### src/rtl/core/mpt_pkg.sv
// Shared types, codes and constants of the memory pattern test engine.
`timescale 1ns / 1ps

package mpt_pkg;

    localparam int WORD_W      = 32;
    localparam int COUNT_W     = 25;
    localparam int ROUNDS_W    = 8;
    localparam int PASSES_W    = 16;
    localparam int PAT_W       = 3;
    localparam int ROUND_W     = 16;
    localparam int CFG_INDEX_W = 3;

    localparam int INDEX_WIDTH_DEF = 24;

    // Register indexes on the configuration channel.
    localparam logic [CFG_INDEX_W-1:0] REG_BASE_ADDRESS  = 3'd0;
    localparam logic [CFG_INDEX_W-1:0] REG_WORD_COUNT    = 3'd1;
    localparam logic [CFG_INDEX_W-1:0] REG_ROUNDS        = 3'd2;
    localparam logic [CFG_INDEX_W-1:0] REG_TEST_MODE     = 3'd3;
    localparam logic [CFG_INDEX_W-1:0] REG_HOLD_PASSES   = 3'd4;

    localparam logic [WORD_W-1:0]   BASE_ADDRESS_RST = 32'h1000_0000;
    localparam logic [COUNT_W-1:0]  WORD_COUNT_RST   = 25'd786432;
    localparam logic [ROUNDS_W-1:0] ROUNDS_RST       = 8'd3;
    localparam logic                TEST_MODE_RST    = 1'b0;
    localparam logic [PASSES_W-1:0] HOLD_PASSES_RST  = 16'd30;

    // Pattern numbers and pattern constants.
    localparam logic [PAT_W-1:0] PAT_ZERO     = 3'd0;
    localparam logic [PAT_W-1:0] PAT_ONES     = 3'd1;
    localparam logic [PAT_W-1:0] PAT_ALT      = 3'd2;
    localparam logic [PAT_W-1:0] PAT_HALF     = 3'd3;
    localparam logic [PAT_W-1:0] HOLD_PATTERN = 3'd4;
    localparam logic [PAT_W-1:0] LAST_PATTERN = 3'd5;

    localparam logic [WORD_W-1:0] WORD_ONES = 32'hFFFF_FFFF;
    localparam logic [WORD_W-1:0] WORD_ALT  = 32'hAAAA_AAAA;
    localparam logic [WORD_W-1:0] WORD_HALF = 32'h5555_AAAA;
    localparam logic [WORD_W-1:0] ADDR_KEY  = 32'hA5A5_A5A5;
    localparam logic [WORD_W-1:0] INDEX_KEY = 32'h1357_9BDF;
    localparam int                INDEX_SHIFT = 7;

    typedef enum logic [1:0] {
        OP_IDLE  = 2'd0,
        OP_WRITE = 2'd1,
        OP_PASS  = 2'd2,
        OP_FAIL  = 2'd3
    } op_t;

    localparam logic FUNC_START = 1'b0;

    typedef struct packed {
        op_t                op;
        logic [WORD_W-1:0]  address;
        logic [WORD_W-1:0]  data_word;
        logic [WORD_W-1:0]  actual_word;
        logic [PAT_W-1:0]   pattern_used;
        logic [ROUND_W-1:0] round_used;
        logic               test_done;
    } result_t;

endpackage

### src/rtl/core/mpt_if.sv
// Channel interfaces: command input, result output and configuration writes.
`timescale 1ns / 1ps

interface mpt_req_if import mpt_pkg::*; ();
    logic              valid;
    logic              ready;
    logic              func;
    logic [WORD_W-1:0] read_word;

    modport source (output valid, output func, output read_word, input ready);
    modport sink   (input valid, input func, input read_word, output ready);
endinterface

interface mpt_rsp_if import mpt_pkg::*; ();
    logic               valid;
    logic               ready;
    op_t                op;
    logic [WORD_W-1:0]  address;
    logic [WORD_W-1:0]  data_word;
    logic [WORD_W-1:0]  actual_word;
    logic [PAT_W-1:0]   pattern_used;
    logic [ROUND_W-1:0] round_used;
    logic               test_done;

    modport source (output valid, output op, output address, output data_word,
                    output actual_word, output pattern_used, output round_used,
                    output test_done, input ready);
    modport sink   (input valid, input op, input address, input data_word,
                    input actual_word, input pattern_used, input round_used,
                    input test_done, output ready);
endinterface

interface mpt_cfg_if import mpt_pkg::*; ();
    logic                   valid;
    logic                   ready;
    logic [CFG_INDEX_W-1:0] index;
    logic [WORD_W-1:0]      data;

    modport source (output valid, output index, output data, input ready);
    modport sink   (input valid, input index, input data, output ready);
endinterface

### src/rtl/core/mpt_word_gen.sv
// Address and pattern word generator for one word index.
`timescale 1ns / 1ps

module mpt_word_gen import mpt_pkg::*; #(
    parameter int INDEX_WIDTH = INDEX_WIDTH_DEF
) (
    input  logic [WORD_W-1:0]      base,
    input  logic [INDEX_WIDTH-1:0] idx,
    input  logic [PAT_W-1:0]       pattern,
    output logic [WORD_W-1:0]      address,
    output logic [WORD_W-1:0]      data_word
);

    logic [WORD_W-1:0] idx_word;
    logic [WORD_W-1:0] offset;

    assign idx_word = WORD_W'(idx);
    assign offset   = {idx_word[WORD_W-3:0], 2'b00};
    // The two low bits of the base are ignored; the sum wraps at 32 bits.
    assign address  = {base[WORD_W-1:2], 2'b00} + offset;

    always_comb
    begin
        unique case (pattern)
            PAT_ZERO:     data_word = '0;
            PAT_ONES:     data_word = WORD_ONES;
            PAT_ALT:      data_word = WORD_ALT;
            PAT_HALF:     data_word = WORD_HALF;
            HOLD_PATTERN: data_word = address ^ ADDR_KEY;
            default:      data_word = idx_word ^ (idx_word << INDEX_SHIFT) ^ INDEX_KEY;
        endcase
    end

endmodule

### src/rtl/core/memory_pattern_test_engine.sv
// Memory pattern test engine: top level with sequencer and result register.
`timescale 1ns / 1ps
//
// Usage: write the configuration registers over the cfg channel (always
// ready, one write per beat), then send a start beat (func 0) on req.
// Each following req beat with func 1 is one memory beat: in a write pass
// the engine answers with a write command (address and data), in a check
// pass it compares read_word against the expected word and answers pass or
// failure. Every req beat produces exactly one rsp beat; idle beats and the
// start beat answer with an all-zero result.
// Latency: the result of a req beat is on rsp in the cycle after it is
// accepted. Throughput: one beat per cycle unless rsp stalls; the
// sequencer state, address adder and compare sit between the req port
// and the result register. The result register parts the two sides:
// req stays ready while the result register is empty or being taken, so
// a stalled rsp holds one result and then stalls req.
// Reset clears the sequencer (no test running), empties the result
// register and loads the default register values.
//
module memory_pattern_test_engine import mpt_pkg::*; #(
    parameter int INDEX_WIDTH = INDEX_WIDTH_DEF
) (
    input  logic      clk,
    input  logic      rst_n,
    mpt_req_if.sink   req,
    mpt_rsp_if.source rsp,
    mpt_cfg_if.sink   cfg
);

    localparam int CNT_W = (INDEX_WIDTH + 1 > COUNT_W) ? INDEX_WIDTH + 1 : COUNT_W;

    // Configuration registers.
    logic [WORD_W-1:0]   base_address_reg;
    logic [COUNT_W-1:0]  word_count_reg;
    logic [ROUNDS_W-1:0] rounds_reg;
    logic                test_mode_reg;
    logic [PASSES_W-1:0] hold_passes_reg;

    // Sequencer state.
    logic                   running_reg,  running_next;
    logic                   check_reg,    check_next;
    logic                   hold_reg,     hold_next;
    logic [PAT_W-1:0]       pattern_reg,  pattern_next;
    logic [ROUND_W-1:0]     round_reg,    round_next;
    logic [INDEX_WIDTH-1:0] index_reg,    index_next;

    logic    out_valid_reg, out_valid_next;
    result_t res_reg, res_next;

    logic                accept;
    logic                last_word;
    logic [CNT_W-1:0]    idx_inc;
    logic [CNT_W-1:0]    count_eff;
    logic [ROUNDS_W-1:0] rounds_eff;
    logic [PASSES_W-1:0] passes_eff;
    logic [WORD_W-1:0]   gen_address;
    logic [WORD_W-1:0]   gen_data;

    assign cfg.ready = 1'b1;
    assign req.ready = !out_valid_reg || rsp.ready;
    assign accept    = req.valid && req.ready;

    always_ff @(posedge clk or negedge rst_n)
    begin
        if (!rst_n)
        begin
            base_address_reg <= BASE_ADDRESS_RST;
            word_count_reg   <= WORD_COUNT_RST;
            rounds_reg       <= ROUNDS_RST;
            test_mode_reg    <= TEST_MODE_RST;
            hold_passes_reg  <= HOLD_PASSES_RST;
        end
        else if (cfg.valid)
        begin
            unique case (cfg.index)
                REG_BASE_ADDRESS: base_address_reg <= cfg.data;
                REG_WORD_COUNT:   word_count_reg   <= cfg.data[COUNT_W-1:0];
                REG_ROUNDS:       rounds_reg       <= cfg.data[ROUNDS_W-1:0];
                REG_TEST_MODE:    test_mode_reg    <= cfg.data[0];
                REG_HOLD_PASSES:  hold_passes_reg  <= cfg.data[PASSES_W-1:0];
                default:          ;
            endcase
        end
    end

    mpt_word_gen #(
        .INDEX_WIDTH (INDEX_WIDTH)
    ) u_word_gen (
        .base      (base_address_reg),
        .idx       (index_reg),
        .pattern   (pattern_reg),
        .address   (gen_address),
        .data_word (gen_data)
    );

    // Zero counts act as one; a count beyond the index range is capped by
    // treating the all-ones index as the last word.
    assign count_eff  = (word_count_reg == '0) ? CNT_W'(1) : CNT_W'(word_count_reg);
    assign rounds_eff = (rounds_reg == '0) ? ROUNDS_W'(1) : rounds_reg;
    assign passes_eff = (hold_passes_reg == '0) ? PASSES_W'(1) : hold_passes_reg;
    assign idx_inc    = CNT_W'(index_reg) + CNT_W'(1);
    assign last_word  = (idx_inc >= count_eff) || (&index_reg);

    always_comb
    begin
        running_next = running_reg;
        check_next   = check_reg;
        hold_next    = hold_reg;
        pattern_next = pattern_reg;
        round_next   = round_reg;
        index_next   = index_reg;
        res_next     = '0;
        res_next.op  = OP_IDLE;

        if (accept)
        begin
            if (req.func == FUNC_START)
            begin
                running_next = 1'b1;
                check_next   = 1'b0;
                hold_next    = test_mode_reg;
                pattern_next = test_mode_reg ? HOLD_PATTERN : PAT_ZERO;
                round_next   = '0;
                index_next   = '0;
            end
            else if (running_reg)
            begin
                res_next.address      = gen_address;
                res_next.data_word    = gen_data;
                res_next.pattern_used = pattern_reg;
                res_next.round_used   = round_reg;
                if (!check_reg)
                begin
                    res_next.op = OP_WRITE;
                    if (last_word)
                    begin
                        index_next = '0;
                        check_next = 1'b1;
                        if (hold_reg)
                        begin
                            round_next = ROUND_W'(1);
                        end
                    end
                    else
                    begin
                        index_next = index_reg + INDEX_WIDTH'(1);
                    end
                end
                else
                begin
                    res_next.actual_word = req.read_word;
                    if (req.read_word != gen_data)
                    begin
                        res_next.op        = OP_FAIL;
                        res_next.test_done = 1'b1;
                        running_next       = 1'b0;
                    end
                    else
                    begin
                        res_next.op = OP_PASS;
                        if (!last_word)
                        begin
                            index_next = index_reg + INDEX_WIDTH'(1);
                        end
                        else
                        begin
                            index_next = '0;
                            if (hold_reg)
                            begin
                                if (round_reg >= passes_eff)
                                begin
                                    res_next.test_done = 1'b1;
                                    running_next       = 1'b0;
                                end
                                else
                                begin
                                    round_next = round_reg + ROUND_W'(1);
                                end
                            end
                            else
                            begin
                                check_next = 1'b0;
                                if (({1'b0, round_reg} + 17'd1) < 17'(rounds_eff))
                                begin
                                    round_next = round_reg + ROUND_W'(1);
                                end
                                else if (pattern_reg < LAST_PATTERN)
                                begin
                                    pattern_next = pattern_reg + PAT_W'(1);
                                    round_next   = '0;
                                end
                                else
                                begin
                                    res_next.test_done = 1'b1;
                                    running_next       = 1'b0;
                                end
                            end
                        end
                    end
                end
            end
        end
    end

    assign out_valid_next = accept ? 1'b1 : (rsp.ready ? 1'b0 : out_valid_reg);

    always_ff @(posedge clk or negedge rst_n)
    begin
        if (!rst_n)
        begin
            running_reg   <= 1'b0;
            check_reg     <= 1'b0;
            hold_reg      <= 1'b0;
            pattern_reg   <= '0;
            round_reg     <= '0;
            index_reg     <= '0;
            out_valid_reg <= 1'b0;
        end
        else
        begin
            running_reg   <= running_next;
            check_reg     <= check_next;
            hold_reg      <= hold_next;
            pattern_reg   <= pattern_next;
            round_reg     <= round_next;
            index_reg     <= index_next;
            out_valid_reg <= out_valid_next;
        end
    end

    always_ff @(posedge clk)
    begin
        if (accept)
        begin
            res_reg <= res_next;
        end
    end

    assign rsp.valid        = out_valid_reg;
    assign rsp.op           = res_reg.op;
    assign rsp.address      = res_reg.address;
    assign rsp.data_word    = res_reg.data_word;
    assign rsp.actual_word  = res_reg.actual_word;
    assign rsp.pattern_used = res_reg.pattern_used;
    assign rsp.round_used   = res_reg.round_used;
    assign rsp.test_done    = res_reg.test_done;

    // The pattern counter never runs past the last pattern.
    assert property (@(posedge clk) disable iff (!rst_n)
        pattern_reg <= LAST_PATTERN)
        else $error("pattern number beyond the last pattern");

    // A hold test only ever uses the hold pattern.
    assert property (@(posedge clk) disable iff (!rst_n)
        (running_reg && hold_reg) |-> (pattern_reg == HOLD_PATTERN))
        else $error("hold test left the hold pattern");

    // A mismatch always ends the test.
    assert property (@(posedge clk) disable iff (!rst_n)
        (out_valid_reg && res_reg.op == OP_FAIL) |-> res_reg.test_done)
        else $error("failure beat without test end");

    // A beat that ends the test leaves the sequencer stopped.
    assert property (@(posedge clk) disable iff (!rst_n)
        (accept && res_next.test_done) |=> !running_reg)
        else $error("sequencer still running after test end");

endmodule
### src/flat_wrapper.sv
// flat-port wrapper written by rule: the top's interface ports become plain ports
module memory_pattern_test_engine_flat import mpt_pkg::*;
#(
    parameter int INDEX_WIDTH = INDEX_WIDTH_DEF
)
  (clk, rst_n, req_valid, req_func, req_read_word, req_ready, rsp_valid, rsp_op, rsp_address, rsp_data_word, rsp_actual_word, rsp_pattern_used, rsp_round_used, rsp_test_done, rsp_ready, cfg_valid, cfg_index, cfg_data, cfg_ready);
  mpt_req_if req_i ();
  mpt_rsp_if rsp_i ();
  mpt_cfg_if cfg_i ();
  input  logic clk;
  input  logic rst_n;
  input wire logic [$bits(req_i.valid)-1:0] req_valid;
  input wire logic [$bits(req_i.func)-1:0] req_func;
  input wire logic [$bits(req_i.read_word)-1:0] req_read_word;
  output wire logic [$bits(req_i.ready)-1:0] req_ready;
  output wire logic [$bits(rsp_i.valid)-1:0] rsp_valid;
  output wire logic [$bits(rsp_i.op)-1:0] rsp_op;
  output wire logic [$bits(rsp_i.address)-1:0] rsp_address;
  output wire logic [$bits(rsp_i.data_word)-1:0] rsp_data_word;
  output wire logic [$bits(rsp_i.actual_word)-1:0] rsp_actual_word;
  output wire logic [$bits(rsp_i.pattern_used)-1:0] rsp_pattern_used;
  output wire logic [$bits(rsp_i.round_used)-1:0] rsp_round_used;
  output wire logic [$bits(rsp_i.test_done)-1:0] rsp_test_done;
  input wire logic [$bits(rsp_i.ready)-1:0] rsp_ready;
  input wire logic [$bits(cfg_i.valid)-1:0] cfg_valid;
  input wire logic [$bits(cfg_i.index)-1:0] cfg_index;
  input wire logic [$bits(cfg_i.data)-1:0] cfg_data;
  output wire logic [$bits(cfg_i.ready)-1:0] cfg_ready;
  assign req_i.valid = req_valid;
  assign req_i.func = req_func;
  assign req_i.read_word = req_read_word;
  assign req_ready = req_i.ready;
  assign rsp_valid = rsp_i.valid;
  assign rsp_op = rsp_i.op;
  assign rsp_address = rsp_i.address;
  assign rsp_data_word = rsp_i.data_word;
  assign rsp_actual_word = rsp_i.actual_word;
  assign rsp_pattern_used = rsp_i.pattern_used;
  assign rsp_round_used = rsp_i.round_used;
  assign rsp_test_done = rsp_i.test_done;
  assign rsp_i.ready = rsp_ready;
  assign cfg_i.valid = cfg_valid;
  assign cfg_i.index = cfg_index;
  assign cfg_i.data = cfg_data;
  assign cfg_ready = cfg_i.ready;
  memory_pattern_test_engine #(.INDEX_WIDTH(INDEX_WIDTH)) u_core (.clk(clk), .rst_n(rst_n), .req(req_i), .rsp(rsp_i), .cfg(cfg_i));
endmodule
### config.mk
export PLATFORM = sky130hd
export DESIGN_NAME = memory_pattern_test_engine_flat
export DESIGN_NICKNAME = d
export VERILOG_FILES = /design/src/rtl/core/mpt_pkg.sv /design/src/rtl/core/mpt_if.sv /design/src/rtl/core/mpt_word_gen.sv /design/src/rtl/core/memory_pattern_test_engine.sv /design/src/flat_wrapper.sv
export SDC_FILE = /design/constraint.sdc
export NUM_CORES = 1
export LEC_CHECK = 0
export ABC_AREA = 1
export BUFFER_PORTS_ARGS = -buffer_cell sky130_fd_sc_hd__buf_2
export CAP_MARGIN = 20
export CORE_ASPECT_RATIO = 1.1
export CORE_MARGIN = 1.5
export CORE_UTILIZATION = 57
export CTS_CLUSTER_SIZE = 40
export DETAILED_ROUTE_END_ITERATION = 10
export GPL_ROUTABILITY_DRIVEN = 1
export PLACE_DENSITY = 0.85
export REMOVE_ABC_BUFFERS = 1
export SYNTH_ARGS = -nofsm -noshare
export SYNTH_HDL_FRONTEND = slang
export SYNTH_HIERARCHICAL = 1
export SYNTH_SLANG_ARGS = --single-unit
### constraint.sdc
create_clock -name clk -period 12.8 [get_ports clk]
set_clock_uncertainty 0.2 [all_clocks]
set_input_delay 0.64 -clock clk [delete_from_list [all_inputs] [get_ports clk]]
set_output_delay 0.64 -clock clk [all_outputs]
set_load 0.05 [all_outputs]
* After elaboration in Yosys (flattened, before gate mapping)
Index checks and enable logic that the tools add are counted.
** Storage, ports and cells
- Logic and storage cells :: 132
- Latch bits :: 0
- Bits in read-only memories :: 0
- Output and inout bits :: 121
- Memories kept :: 0
- Input bits :: 73
- Bits in registers :: 247
- RAM bits :: 0
** Operators by class
- Eq/ne operators :: 20
- Bitwise operators :: 4
- $mul :: 0
- Reductions and logical operators :: 23
- Div/mod/pow operators :: 0
- $add $sub $neg :: 6
- Shift operators :: 0
- Mux-type cells :: 55
- $lt $le $gt $ge :: 4
** Operator list (count)
- $mux 16 :: 12
- $pmux 32 s5 :: 1
- $mux 24 :: 5
- $add 32x26->32 :: 1
- $ne 32x32->1 :: 1
- $xor 24x31->31 :: 1
- $mux 3 :: 9
- $mux 1 :: 26
- $add 24x1->25 const B :: 1
- $ge 25x25->1 :: 1
- $logic_not 25->1 :: 1
- $mux 25 :: 1
- $add 24x1->24 const B :: 1
- $reduce_and 24->1 :: 1
- $not 20->20 :: 1
- $add 16x1->17 const B :: 1
- $lt 17x8->1 :: 1
- $add 16x1->16 const B :: 1
- $ge 16x16->1 :: 1
- $logic_not 16->1 :: 1
- $not 16->16 :: 1
- $reduce_and 2->1 :: 8
- $eq 3x2->1 const B :: 4
- $logic_not 8->1 :: 1
- 20 further kinds :: 30

* Logic depth before layout (Yosys ltp)
Gate-level depths: netlist (run 1).
- Word-level depth :: 10
- Gate-level depth with buffers :: 31
- Depth with buffers taken out :: 30

* By module
The synthesis (run 1) kept the hierarchy.
** Modules (own cells, without submodules)
- memory_pattern_test_engine :: area each 12400.6 um^2, cells each 1418, times used 1
- mpt_word_gen :: area each 2696.3 um^2, cells each 554, times used 1

* Worst setup path after synthesis (run 1)
No wires, ideal clock.
- Path type :: input to register
- Start point :: in rsp_ready
- End point :: reg u_core.round_reg[6]
- Stages :: 14
- Path buffers :: 1
- Data arrival time :: 5.162 ns
- Setup slack :: 7.321 ns
- Data required time :: 12.483 ns
- Path through :: inv_1 > nand2_1 > nand2_1 > inv_1 > o21ai_0 > inv_1 > nand2_4 > inv_2 > nand2_2 > nor2_4 > nand2_4 > buf_6 > nand2_1 > nand2_1
** On the way
- Longest elaborated chain between the ends :: 3
** RTL lines
- from (decl) :: line flat_wrapper.sv:24 : input wire logic [$bits(rsp_i.ready)-1:0] rsp_ready;
- $logic_or 1x1->1 :: line memory_pattern_test_engine.sv:60 : assign req.ready = !out_valid_reg || rsp.ready;
- via req_ready :: line flat_wrapper.sv:15 : output wire logic [$bits(req_i.ready)-1:0] req_ready;
- $logic_and 1x1->1 :: line memory_pattern_test_engine.sv:61 : assign accept = req.valid && req.ready;
- via u_core.accept :: line memory_pattern_test_engine.sv:50 : logic accept;
- $reduce_and 7->1 (no source line)
- to (signal assigned) :: line memory_pattern_test_engine.sv:225 : round_reg <= round_next;
- to (decl) :: line memory_pattern_test_engine.sv:44 : logic [ROUND_W-1:0] round_reg, round_next;
The timed path passes the listed nets, and every way through them passes these cells.
A chain may end at the register's enable or synchronous reset.

* Final worst setup path (run 1)
- Start point :: reg u_core.pattern_reg[2]
- End point :: reg u_core.round_reg[14]
** On the way
- Longest elaborated chain between the ends :: 5
- Elaborated cells between the ends (all ways) :: 11
** RTL lines
- from (decl) :: line memory_pattern_test_engine.sv:43 : logic [PAT_W-1:0] pattern_reg, pattern_next;
- from (signal assigned) :: line memory_pattern_test_engine.sv:224 : pattern_reg <= pattern_next;
- $eq 3x3->1, or another cell as far along :: line mpt_word_gen.sv:24 : unique case (pattern)
- $pmux 32 s5 * :: line mpt_word_gen.sv:24
- via u_core.gen_data[2] :: line memory_pattern_test_engine.sv:57 : logic [WORD_W-1:0] gen_data;
- $ne 32x32->1 * :: line memory_pattern_test_engine.sv:152 : if (req.read_word != gen_data)
- $ne 3x3->1 (no source line) *
- $reduce_and 7->1 (no source line) *
The timed path passes the listed nets; every way through them passes the cells marked *.

==> key figures, run 1 <==
CTS
  – Total CTS buffers: 26
  – Longest Clk Path Bufs: 3
  – Clock Sinks: 245
  – Clock transition at path regs: 0.07 ns
  – H-tree depth: 1
  – TritonCTS clock tree: yes
  – Post-CTS Resized: 0
  – Root buffer cell: clkbuf_16
  – Post-CTS Setup Bufs: 0
  – Skew-Pair Late Insertion Delay: 0.54 ns

STA
  – Final worst path period share: 38.6%
  – Fin crit period: 4.94 ns
  – Slew @ Worst Pin: 0.966 ns
  – Hold Vio Cnt, Final: 0
  – Worst rel slew slack: 35.6%
  – Final hold slack: 0.133 ns
  – Max frequency: 0.203 GHz
  – Setup Viol. Count Final: 0
  – RSZ-0062 raised after global routing: no
  – Setup TNS Final: 0 ns
  – Max-slew violation count: 0

Setup path
  – Slowest stage delay, CP: 0.61 ns
  – Worst Setup Start Kind: register
  – Worst EP required: 13.02 ns
  – WS Path Type: register to register
  – CP max FO: 18
  – Crit path top cell by count: nand2_1
  – Crit path cell chain: inv_1, nor2_2, inv_1, o221ai_1, inv_1, nand2_1, nand4_1, nor2_1, nand2_1, nor2_1, nand3_1, nand2_2, nand2_4, inv_2, nand2_2, nor2_4, nand2_4, nand2_1, nand2_1
  – CP endpoint kind: register
  – Crit path DAT: 5.16 ns
  – CP max stage cell: dfrtp_1

Logic synthesis
  – Synth warn: 6
  – Synth Instances: 1,966
  – Cell Area, Synth: 15,000 um^2
  – Syn Area/Cell: 7.64 um^2

Route
  – # DRC: 0
  – Vias per Instance: 5.42
  – Post-route antenna net violation count: 0
  – Routed WL per cell: 16.3 um
  – Post-Route WL: 41,100 um
  – First-pass DRT Iterations: 6
  – Violation count after the first detailed-route iteration: 1,102
  – Via Count: 13,701

Floorplan
  – DIE WIDTH: 158 um
  – Site Rows: 62
  – Core box area: 26,000 um^2
  – Die Area: 27,400 um^2
  – IO Count: 194
  – Initial Util: 57.8%
  – Die height: 173 um

Placed design
  – GP Congestion: 0.960
  – Post-DP HPWL: 31,400 um
  – Port Buffers: 192

Power
  – Pwr dens: 141 nW/um^2
  – Peak supply drop: 0.103 mV
  – Leakage: 0.00890 uW

Global route
  – Largest net degree at the start of global routing: 85
  – All-Layer GR Usage: 30.3%
  – First-pass GRT wire length: 65,300 um
  – Antenna violations before repair: 0
  – Vias in the first global route: 13,196
  – Gr ovfl total: 0

Cells and area
  – Synth-to-layout area growth: 14.4%
  – Fraction of layout cells with a size suffix above 1: 13.6%
  – Final #Nets: 2,305
  – N_diodes: 0

Flow run
  – MaxCap Viol Count: 0

Hold path
  – Worst Hold Class: input port to register

Outcome
  – Status: complete, no violations
## path summary, 6_finish.rpt
check	start	to	slack [ns]	cells after the start
max	u_core/pattern_reg[2]	u_core/round_reg[14]	7.86	19
max in group asynchronous	rst_n	u_core/check_reg	10.52	3
min	cfg_data[27]	u_core/base_address_reg[27]	0.13	2
max reg2reg	u_core/pattern_reg[2]	u_core/round_reg[14]	7.86	19
min reg2reg	u_core/word_count_reg[7]	u_core/word_count_reg[7]	0.29	2
min in group asynchronous	rst_n	u_core/word_count_reg[20]	0.47	2
## report_power, final
group          switching (uW)  total, uW  internal (uW)
Clock                     310        745            435
Sequential               77.2       1010            938
Combinational             477        673            197
Total                     864       2430           1570
## routing by layer
layer	part of all wire, %	global-route usage [%]
met1	41	38.9
met2	47	51.2
met3	7.4	4.23
met4	4.3	12.5
met5	0	0
## critical path, delay by kind of cell (launching register included)
kind | cells | cell delay [ns]
AND/OR/NAND/NOR | 14 | 2.59
buffers and inverters | 4 | 1.04
flip-flops | 1 | 0.61
AO/OA/AOI/OAI | 1 | 0.36
## final cells by class
class	instances	area, um^2
Tap cell	352	440
Sequential cell	245	6730
Clock inverter	10	80.1
Inverter	368	1380
Clock buffer	38	763
Multi-Input combinational cell	1313	6730
Timing Repair Buffer	202	1070
Fill cell	2174	8790
## per-stage QoR
step	utilization, %	instance area, um^2	setup WS, ns	cells	power (uW)
2_1_floorplan	-	14800	7.16	1926	1490
5_1_grt	66.2	17200	7.52	2528	2560
6_report	66.2	17200	7.86	2528	2430
4_1_cts	66.0	17200	8.02	2526	2430
3_3_place_gp	62.7	16300	8.10	2477	1660
3_5_place_dp	62.7	16300	8.04	2477	1690
## cells in the final DEF (no fill, tap or decap), drive strengths merged, types with 43 or more instances in the layout
cell type / instances
nand2: 555
inv: 369
nor2: 230
buf: 201
o21ai: 122
dfrtp: 118
edfxtp: 118
nand3: 92
ha: 75
a21oi: 57
nand4: 43
## timing repair
item	4_1_cts	5_1_grt
hold endpoints to repair	45	0
setup endpoints to repair	0	0
hold buffers	1	0
No activity file was read; power rests on OpenSTA's default activity.
==> run 2: changes to the inputs <==
ABC_AREA = 0   (was 1)
clock period = 5.1 ns   (was 12.8 ns; I/O delays follow)
==> run 2 against run 1 <==
  * Critical path type unchanged
  * Non-clock buffer count up 155
  * Sequential power grew 140%
  * Die area fell by 3.5%
  * Largest cell class is now multi-input gates
  * The run now ends with negative setup slack left
==> key figures, run 2 <==
Outcome
  – Status: finished with violations (was complete, no violations)
  – Violated checks: negative setup slack

STA
  – Setup TNS Final: -0.424 ns (was 0 ns)
  – Max frequency: 0.193 GHz (was 0.203 GHz)
  – RSZ-0062 raised after global routing: yes (was no)
  – Hold Vio Cnt, Final: 0 (unchanged)
  – Slew @ Worst Pin: 1.06 ns (was 0.966 ns)
  – Final worst path period share: 102% (was 38.6%)
  – Max-slew violation count: 0 (unchanged)
  – Fin crit period: 5.19 ns (was 4.94 ns)
  – Worst rel slew slack: 29.4% (was 35.6%)
  – Setup Viol. Count Final: 9 (was 0)
  – Worst setup margin: -0.0936 ns (was 7.86 ns)

Cells and area
  – Final #Nets: 1,877 (was 2,305)
  – Fraction of layout cells with a size suffix above 1: 25.0% (was 13.6%)
  – Most common cell after layout, fill and taps aside: buf_2 (was nand2_1)
  – Synth-to-layout area growth: 23.5% (was 14.4%)
  – Commonest non-fill, non-tap cells in the layout: 192 x buf_2, 132 x nand2_1, 118 x dfrtp_1, 118 x edfxtp_1, 103 x o21ai_0 (was 544 x nand2_1, 362 x inv_1, 216 x nor2_1)
  – N_diodes: 0 (unchanged)
  – Count of filler cells inserted in the layout: 1,734 (was 2,174)

Global route
  – Gr ovfl total: 0 (unchanged)
  – First-pass GRT wire length: 65,900 um (was 65,300 um)
  – Largest net degree at the start of global routing: 87 (was 85)
  – Vias in the first global route: 12,242 (was 13,196)
  – GR met3 Demand/Resource: 3.69% (was 4.23%)
  – M2 GR Usage: 55.5% (was 51.2%)
  – GR peak layer: met2 (unchanged)
  – Antenna violations before repair: 0 (unchanged)
  – All-Layer GR Usage: 31.8% (was 30.3%)
  – Met1 GRT Util: 41.0% (was 38.9%)

Route
  – Routed WL per cell: 20.9 um (was 16.3 um)
  – Vias per Instance: 6.18 (was 5.42)
  – Post-Route WL: 43,100 um (was 41,100 um)
  – # DRC: 0 (unchanged)
  – Violation count after the first detailed-route iteration: 1,125 (was 1,102)
  – First-pass DRT Iterations: 6 (unchanged)
  – Via Count: 12,748 (was 13,701)
  – Post-route antenna net violation count: 0 (unchanged)

Power
  – Int Power: 3920 uW (was 1570 uW)
  – Share of power burned in registers: 43.2% (was 41.7%)
  – Peak supply drop: 0.241 mV (was 0.103 mV)
  – Switch share: 30.2% (was 35.5%)
  – Clock power frac: 34.7% (was 30.6%)
  – Comb power frac: 22.1% (was 27.7%)
  – Total Power: 5620 uW (was 2430 uW)
  – Leakage: 0.00830 uW (was 0.00890 uW)
  – Pwr dens: 314 nW/um^2 (was 141 nW/um^2)
  – Switching power: 1700 uW (was 864 uW)

CTS
  – Skew-Pair Late Insertion Delay: 0.54 ns (about the same)
  – Total CTS buffers: 25 (was 26)
  – H-tree depth: 1 (unchanged)
  – TritonCTS clock tree: yes (unchanged)
  – Clock Sinks: 245 (unchanged)
  – Root buffer cell: clkbuf_16 (unchanged)
  – Clock transition at path regs: 0.06 ns (was 0.07 ns)
  – Longest Clk Path Bufs: 3 (unchanged)

Floorplan
  – IO Count: 194 (unchanged)
  – Initial Util: 57.7% (was 57.8%)
  – Core box area: 25,100 um^2 (was 26,000 um^2)
  – Site Rows: 61 (was 62)
  – DIE WIDTH: 155 um (was 158 um)
  – Die Area: 26,400 um^2 (was 27,400 um^2)
  – Die height: 170 um (was 173 um)

Setup path
  – Crit Reg-Reg Startpoint: u_core/index_reg[0] (was u_core/pattern_reg[2])
  – CP bufs+invs: 2 (was 4)
  – WS Path Type: register to register (unchanged)
  – Kind of cell adding the most delay to the critical path: simple AND/OR/NAND/NOR gates (unchanged)
  – Crit path cell chain: ha_2, inv_2, fa_2, and2b_1, o2111ai_2, a211oi_2, nor3b_2, or4_4, a2111oi_4, a2111oi_4, xor2_1, nor4_2, nand4_1, nor2_2, buf_4, o2111ai_4, or4b_4, xor2_1, o21ai_1 (was inv_1, nor2_2, inv_1, o221ai_1, inv_1, nand2_1, nand4_1, nor2_1, nand2_1, nor2_1, nand3_1, nand2_2, nand2_4, inv_2, nand2_2, nor2_4, nand2_4, nand2_1, nand2_1)
  – Worst Setup Start Kind: register (unchanged)
  – CP max stage cell: or4b_4 (was dfrtp_1)
  – Crit path DAT: 5.44 ns (was 5.16 ns)
  – Worst EP required: 5.35 ns (was 13.02 ns)
  – Slowest stage delay, CP: 0.59 ns (was 0.61 ns)
  – CP max FO: 3 (was 18)
  – CP endpoint kind: register (unchanged)
  – R2R Setup Slk: -0.09 ns (was 7.86 ns)
  – Reg2Reg Depth: 19 (unchanged)
  – RR Endpoint: u_core/pattern_reg[0] (was u_core/round_reg[14])

Logic synthesis
  – Synth warn: 6 (unchanged)
  – Syn Area/Cell: 10.2 um^2 (was 7.64 um^2)
  – Cell Area, Synth: 14,500 um^2 (was 15,000 um^2)
  – Synth Instances: 1,422 (was 1,966)

Placed design
  – Post-DP HPWL: 30,800 um (was 31,400 um)
  – GP Congestion: 0.987 (was 0.960)
  – Port Buffers: 192 (unchanged)

Hold path
  – Hold endpoint: u_core/test_mode_reg (was u_core/base_address_reg[27])
  – Worst hold start: cfg_index[2] (was cfg_data[27])
  – Worst hold stages: 3 (was 2)
  – Worst Hold Class: input port to register (unchanged)

Flow run
  – MaxCap Viol Count: 0 (unchanged)
==> run 2: power by group through the flow <==
stage,clock (uW),combinational [uW],sequential [uW]
after floorplan,0,566,2640
after global placement,0,1120,2450
after detailed placement,0,1150,2460
after CTS,1960,1210,2420
after global routing,2030,1340,2450
final,1950,1240,2430
==> run 2: per-stage QoR <==
stage / util (%) / area, um^2 / hold WS (ns) / setup WS [ns] / instances
after floorplan: - / 14100 / -0.241 / -1.05 / 1344
after global placement: 64.3 / 16100 / -0.0517 / -0.196 / 1936
after detailed placement: 64.3 / 16100 / -0.0481 / -0.269 / 1936
after CTS: 70.9 / 17800 / 0.00360 / 0.00441 / 2058
after global routing: 71.3 / 17900 / 0.0333 / -0.134 / 2062
final: 71.3 / 17900 / 0.00774 / -0.0936 / 2062
==> run 2: timing repair <==
item                                    in CTS  in global routing
hold buffers                                71                  0
hold endpoints to repair                   234                  0
endpoints found under the setup margin      35                 27
setup buffers                                5                  3
gates cloned                                 0                  1
pin swaps                                    8                  3
resized for setup                            9                 17
==> run 2: layout make-up <==
type                            instances  area [um^2]  share of cell area [%]
Inverter                               75          284                    1.59
Clock inverter                          8          125                   0.699
Sequential cell                       245         6730                    37.6
Tap cell                              315          394                    2.20
Multi-Input combinational cell       1024         7210                    40.3
Timing Repair Buffer                  357         2400                    13.4
Clock buffer                           38          749                    4.19
==> run 2: worst max-delay path by stage <==
stage                       endpoint  slack (ns)  cells past startpoint                 from
4_1_cts        u_core/pattern_reg[0]       0.004                     19  u_core/index_reg[0]
3_3_place_gp   u_core/pattern_reg[2]       -0.20                     19  u_core/index_reg[0]
5_1_grt        u_core/pattern_reg[2]       -0.13                     20  u_core/index_reg[0]
6_report       u_core/pattern_reg[0]       -0.09                     19  u_core/index_reg[0]
2_1_floorplan   u_core/round_reg[11]       -1.05                      7     u_core/rsp.valid
3_5_place_dp   u_core/pattern_reg[2]       -0.27                     19  u_core/index_reg[0]
==> run 2: worst register-to-register path: stages (launching register included) <==
cell       delay (ns)
dfrtp_1          0.37
ha_2             0.20
inv_2            0.04
fa_2             0.33
and2b_1          0.26
o2111ai_2        0.14
a211oi_2         0.31
nor3b_2          0.11
or4_4            0.46
a2111oi_4        0.38
a2111oi_4        0.09
xor2_1           0.20
nor4_2           0.34
nand4_1          0.28
nor2_2           0.22
buf_4            0.15
o2111ai_4        0.12
or4b_4           0.59
xor2_1           0.17
o21ai_1          0.15
==> run 2: routing by layer <==
layer	vias to the layer above	share of wire, %	routed length (um)
met5	-	0	0
met1	6128	40	17200
met2	699	48	20900
li1	5808	-	-
met3	113	8.1	3500
met4	0	3.4	1450
